`config.mk`:
```
export PLATFORM = sky130hd
export DESIGN_NAME = bgld_queue
export DESIGN_NICKNAME = d
export VERILOG_FILES = /design/src/rtl/bgld_pkg.sv /design/src/rtl/bgld_queue.sv
export SDC_FILE = /design/constraint.sdc
export NUM_CORES = 1
export LEC_CHECK = 0
export ABC_AREA = 1
export BUFFER_PORTS_ARGS = -buffer_cell sky130_fd_sc_hd__buf_4
export CORE_AREA = 5 5 316 318
export DETAILED_ROUTE_END_ITERATION = 10
export DIE_AREA = 0 0 321 323
export PLACE_DENSITY_LB_ADDON = 0.12
export SYNTH_ARGS = -nofsm -noshare
export SYNTH_HDL_FRONTEND = slang
export SYNTH_SLANG_ARGS = --single-unit
```
`constraint.sdc`:
```
create_clock -name clk -period 27.3 [get_ports clk]
set_clock_uncertainty 0.05 [all_clocks]
set_input_delay 1.365 -clock clk [delete_from_list [all_inputs] [get_ports clk]]
set_output_delay 1.365 -clock clk [all_outputs]
set_load 0.05 [all_outputs]
```
`src/rtl/bgld_pkg.sv`:
```
// Shared types, constants and helper functions for the Bayer gradient luma demosaic.
// Used by the front end, the queue, the back end and the top level.
package bgld_pkg;

  localparam int PIX_W = 16;
  localparam int TAPS = 25;
  localparam int DIRS = 8;
  localparam int GRAD_W = 19;
  localparam int SUM_W = 20;
  localparam int CNT_W = 4;
  localparam int CENTRE_TAP = 12;

  typedef logic [PIX_W-1:0] pix_t;

  typedef enum logic [1:0] {
    CFG_WIDTH   = 2'd0,
    CFG_HEIGHT  = 2'd1,
    CFG_PATTERN = 2'd2
  } cfg_index_t;

  localparam logic [2:0] CFA_PASS = 3'd0;
  localparam logic [2:0] CFA_RGGB = 3'd1;
  localparam logic [2:0] CFA_BGGR = 3'd2;
  localparam logic [2:0] CFA_GRBG = 3'd3;
  localparam logic [2:0] CFA_GBRG = 3'd4;

  localparam logic [1:0] CH_R = 2'd0;
  localparam logic [1:0] CH_G = 2'd1;
  localparam logic [1:0] CH_B = 2'd2;

  typedef struct packed {
    logic [TAPS-1:0][PIX_W-1:0] taps;
    logic [2:0]                 pattern;
    logic                       row_odd;
    logic                       col_odd;
    logic                       frame_end;
  } task_t;

  localparam logic [4:0] GRAD_TAP [DIRS][8] = '{
    '{5'd2,  5'd12, 5'd7,  5'd17, 5'd6,  5'd16, 5'd8,  5'd18},
    '{5'd22, 5'd12, 5'd17, 5'd7,  5'd16, 5'd6,  5'd18, 5'd8},
    '{5'd14, 5'd12, 5'd13, 5'd11, 5'd8,  5'd6,  5'd18, 5'd16},
    '{5'd10, 5'd12, 5'd11, 5'd13, 5'd6,  5'd8,  5'd16, 5'd18},
    '{5'd4,  5'd12, 5'd8,  5'd16, 5'd7,  5'd11, 5'd13, 5'd17},
    '{5'd0,  5'd12, 5'd6,  5'd18, 5'd7,  5'd13, 5'd11, 5'd17},
    '{5'd24, 5'd12, 5'd18, 5'd6,  5'd17, 5'd13, 5'd11, 5'd7},
    '{5'd20, 5'd12, 5'd16, 5'd8,  5'd17, 5'd11, 5'd13, 5'd7}
  };

  localparam logic [4:0] NB_TAP [DIRS] = '{
    5'd7, 5'd17, 5'd13, 5'd11, 5'd8, 5'd6, 5'd18, 5'd16
  };
  localparam logic NB_ROW_ODD [DIRS] = '{1'b1, 1'b1, 1'b0, 1'b0, 1'b1, 1'b1, 1'b1, 1'b1};
  localparam logic NB_COL_ODD [DIRS] = '{1'b0, 1'b0, 1'b1, 1'b1, 1'b1, 1'b1, 1'b1, 1'b1};

  localparam logic [15:0] WEIGHT [3] = '{16'd13933, 16'd46871, 16'd4732};

  function automatic pix_t absdiff(pix_t a, pix_t b);
    absdiff = (a > b) ? (a - b) : (b - a);
  endfunction

  function automatic logic [1:0] chan_of(logic [2:0] pattern, logic row_odd, logic col_odd);
    logic [1:0] site;
    site = {row_odd, col_odd};
    chan_of = CH_G;
    case (pattern)
      CFA_RGGB: chan_of = (site == 2'd0) ? CH_R : (site == 2'd3) ? CH_B : CH_G;
      CFA_BGGR: chan_of = (site == 2'd0) ? CH_B : (site == 2'd3) ? CH_R : CH_G;
      CFA_GRBG: chan_of = (site == 2'd1) ? CH_R : (site == 2'd2) ? CH_B : CH_G;
      CFA_GBRG: chan_of = (site == 2'd1) ? CH_B : (site == 2'd2) ? CH_R : CH_G;
      default:  chan_of = CH_G;
    endcase
  endfunction

endpackage

```
`src/rtl/bgld_queue.sv`:
```
// Two-entry queue of windows between the front end and the back end.
// Depends on bgld_pkg.
module bgld_queue (
  input  logic            clk,
  input  logic            rst,
  input  bgld_pkg::task_t push_task,
  input  logic            push_valid,
  output logic            push_ready,
  output bgld_pkg::task_t pop_task,
  output logic            pop_valid,
  input  logic            pop_ready
);
  import bgld_pkg::*;

  task_t      slots [2];
  logic       wr_ptr;
  logic       rd_ptr;
  logic [1:0] fill;
  logic       do_push;
  logic       do_pop;

  assign push_ready = (fill != 2'd2);
  assign pop_valid = (fill != 2'd0);
  assign pop_task = slots[rd_ptr];
  assign do_push = push_valid && push_ready;
  assign do_pop = pop_valid && pop_ready;

  always_ff @(posedge clk) begin
    if (rst) begin
      wr_ptr <= 1'b0;
      rd_ptr <= 1'b0;
      fill <= 2'd0;
    end else begin
      if (do_push) begin
        wr_ptr <= ~wr_ptr;
      end
      if (do_pop) begin
        rd_ptr <= ~rd_ptr;
      end
      if (do_push && !do_pop) begin
        fill <= fill + 2'd1;
      end else if (do_pop && !do_push) begin
        fill <= fill - 2'd1;
      end
    end
  end

  always_ff @(posedge clk) begin
    if (do_push) begin
      slots[wr_ptr] <= push_task;
    end
  end

endmodule

```
==> results by group <==
Global route
  – Largest net degree at the start of global routing: 103
  – GR Util met1: 14.7%
  – Number of global-route vias before repair: roughly 17000
  – Busiest layer in global routing: met2
  – First-pass GRT wire length: approximately 110000 um
  – Total global routing overflow: 0
  – Met2 Use GR: 28.8%
  – Met3 global-route usage: 5.77%
  – Global Route Usage Sum: 15.1%
  – Initial antenna violation count: 15

Hold path
  – Worst Min Path Start: rd_ptr
  – Worst Hold Path EP: rd_ptr
  – Hold path cells: 2
  – Worst Hold Class: reg -> reg

Clock network
  – CTS root buf: clkbuf_16
  – CTS clk-pin slew, worst paths: ~0.060 ns
  – Clock Path Buffers: 3
  – Post-cts sizing count: 0
  – Max H-tree Level: 3
  – # clock sinks: 817
  – Total CTS buffers: 90
  – Setup bufs post-CTS: 0
  – Hold_buf cts: 0
  – CTS tree: yes
  – Worst-Skew Late Latency: 0.63 ns

Cells and area
  – Utilization after layout: 42.9%
  – Layout cells sized above 1: 60.5%
  – Area Growth Syn to Fin: 33.3%
  – NumNets Final: around 2600

Floorplanning
  – Die ar.: 104000 um2
  – Die height: 323 um
  – Placement Rows: ~110
  – IO Count: 818
  – CORE AREA: between 90000 and 100000 um2
  – Die X: 321 um
  – Initial Util: 32.2%

Setup path
  – CP max stage cell: dfxtp_4
  – R2R depth: 7
  – CP required: 25.89 ns
  – R2r setup slk: 23.32 ns
  – Worst Setup Start Kind: flop
  – CP top delay family: buffers and inverters
  – CP max stage delay: 0.98 ns
  – CP cell instances: buf_4 -> buf_4 -> buf_4 -> mux2_2 -> buf_4
  – Critical path's most frequent cell: buf_4
  – WS Path Type: reg -> out
  – Setup crit end kind: output pin
  – Arr. time, crit path: 4.97 ns
  – CP bufs+invs: 4
  – Stages on worst setup path: 5
  – CP Max Fanout: 55
  – Reg-to-reg endpoint: slots[0][379]
  – Reg-to-Reg Start: fill[0]

Routing
  – Detailed-route DRC error count: 0
  – DRT antenna net count: 0
  – Iteration-0 DRC Markers: about 770
  – Final WL: between 80000 and 90000 um
  – Wirelength per Cell: 23.4 um
  – Via density: 4.37
  – DRT Pass-1 Iters: 4
  – Routed vias: 15463

Power
  – Leakage: 15.9 nW
  – Pwr Total: about 4.4 mW
  – Total power divided by cell area: 106 nW/um2
  – Worst ir drop on vdd: roughly 0.062 mV

Timing
  – RSZ-0062 raised after global routing: no
  – Relative max-transition margin: 26.8%
  – Worst slew pin tran: 1.10 ns
  – Setup tns final: 0 ns
  – Period minus WS final: 6.39 ns
  – Final Cycle Share: 23.4%
  – Fmax: 157 MHz
  – Final hold slack: 0.460 ns
  – Finish-stage setup viols: 0
  – Slew Viols, Final: 0
  – Final Hold Fails: 0

Yosys
  – Synth area leader: edfxtp_1
  – Top cells by area, synth: edfxtp_1 79%, mux2_4 16%, mux2_2 2.4%, buf_6 0.98%, buf_8 0.58%
  – Distinct cells, synth: 15
  – Synth Area per Inst: 23.8 um2
  – Register area share after synthesis: 79.0%
  – Post-Synthesis Cells: between 1000 and 1500
  – Synth Cell Area: 31000 um2
  – Synth Warn #: 0
  – Syn_nets: approximately 1700
  – Post-synth top area share: 78.7%
  – Seq cells post-synth: 817

Placed design
  – HPWL after detailed placement: 59200 um
  – GPL Wtd Cong: about 0.82
  – Port bufs: slightly above 800

Status
  – Status: finished, final reports clean

Run
  – Max cap viols: 0
-- cells in the final DEF (no fill, tap or decap), drive strengths merged --
master	count
clkbuf	111
edfxtp	812
nand2	9
o21ai	2
nand3	2
bufinv	9
a21oi	2
nand4	1
buf	835
diode	9
mux2	406
dfxtp	5
inv	11
clkinv	42
nor2	7
ha	1
-- state kept, by name (all words and copies together) (netlist names), named ones only --
name    cells
fill        2
rd_ptr      1
slots     812
wr_ptr      1
-- how the worst max path moves through the flow --
| stage | end | slack [ns] | startpoint |
|---|---|---|---|
| floorplan | slots[0][0] | 7.78 | push_valid |
| global placement | pop_task[399] | 21.55 | flop |
| detailed placement | pop_task[399] | 21.47 | flop |
| CTS | pop_task[399] | 20.74 | flop |
| global route | pop_task[399] | 20.60 | flop |
| finish | pop_task[399] | 20.91 | flop |
-- synthesized netlist by cell type --
master / number
buf_8: 12
inv_1: 8
ha_1: 1
buf_6: 27
mux2_4: 340
o21ai_0: 2
nand3_1: 2
edfxtp_1: 812
mux2_2: 66
nand4_1: 1
nor2_1: 7
dfxtp_1: 5
buf_2: 6
a21oi_1: 2
nand2_1: 9
-- tightest hold or removal path: stages, from the launching register on --
cell	delay, ns
dfxtp_1	0.33
a21oi_1	0.05
nor2_1	0.09
-- cell families after synthesis --
logic type                 count (synthesis)  synth area share [%]
DFF                                      817                  79.0
muxes                                    406                  18.9
buffers and inverters                     53                  1.76
and+or+nand+nor                           19                 0.246
AOI/OAI and AO/OA                          4                0.0646
adders and majority gates                  1                0.0404
-- area by class of cell --
cell class                      count  area, um2
Multi-Input combinational cell    430       5970
Clock buffer                      111       2440
Antenna cell                        9       22.5
Sequential cell                   817      24500
Fill cell                        8535      55000
Tap cell                         1276       1600
Inverter                            8       30.0
Clock inverter                     54        473
Timing Repair Buffer              835       6280
-- stage by stage --
| step | std cells | setup slack, ns | area [um2] |
|---|---|---|---|
| 6_report | 3540 | 20.91 | 41300 |
| 5_1_grt | 3539 | 20.60 | 41300 |
| 4_1_cts | 3531 | 20.74 | 41300 |
| 3_5_place_dp | 3366 | 21.47 | 38400 |
| 3_3_place_gp | 3366 | 21.55 | 38400 |
| 2_1_floorplan | 1300 | 7.78 | 31000 |
-- per-layer routing --
metal / vias to the layer above / part of all wire [%]
met5: - / 0.081
met2: 543 / 56
met1: 7792 / 33
met3: 143 / 8.5
met4: 12 / 2.9
li1: 6973 / -
-- report_power, final --
group | leakage (nW) | internal (mW) | switching [mW]
Sequential | 7.61 | 1.59 | 0.0517
Clock | 1.43 | 0.715 | 0.475
Combinational | 6.81 | 0.526 | 1.00
Total | 15.9 | 2.83 | 1.53
No activity file was read; power rests on OpenSTA's default activity.
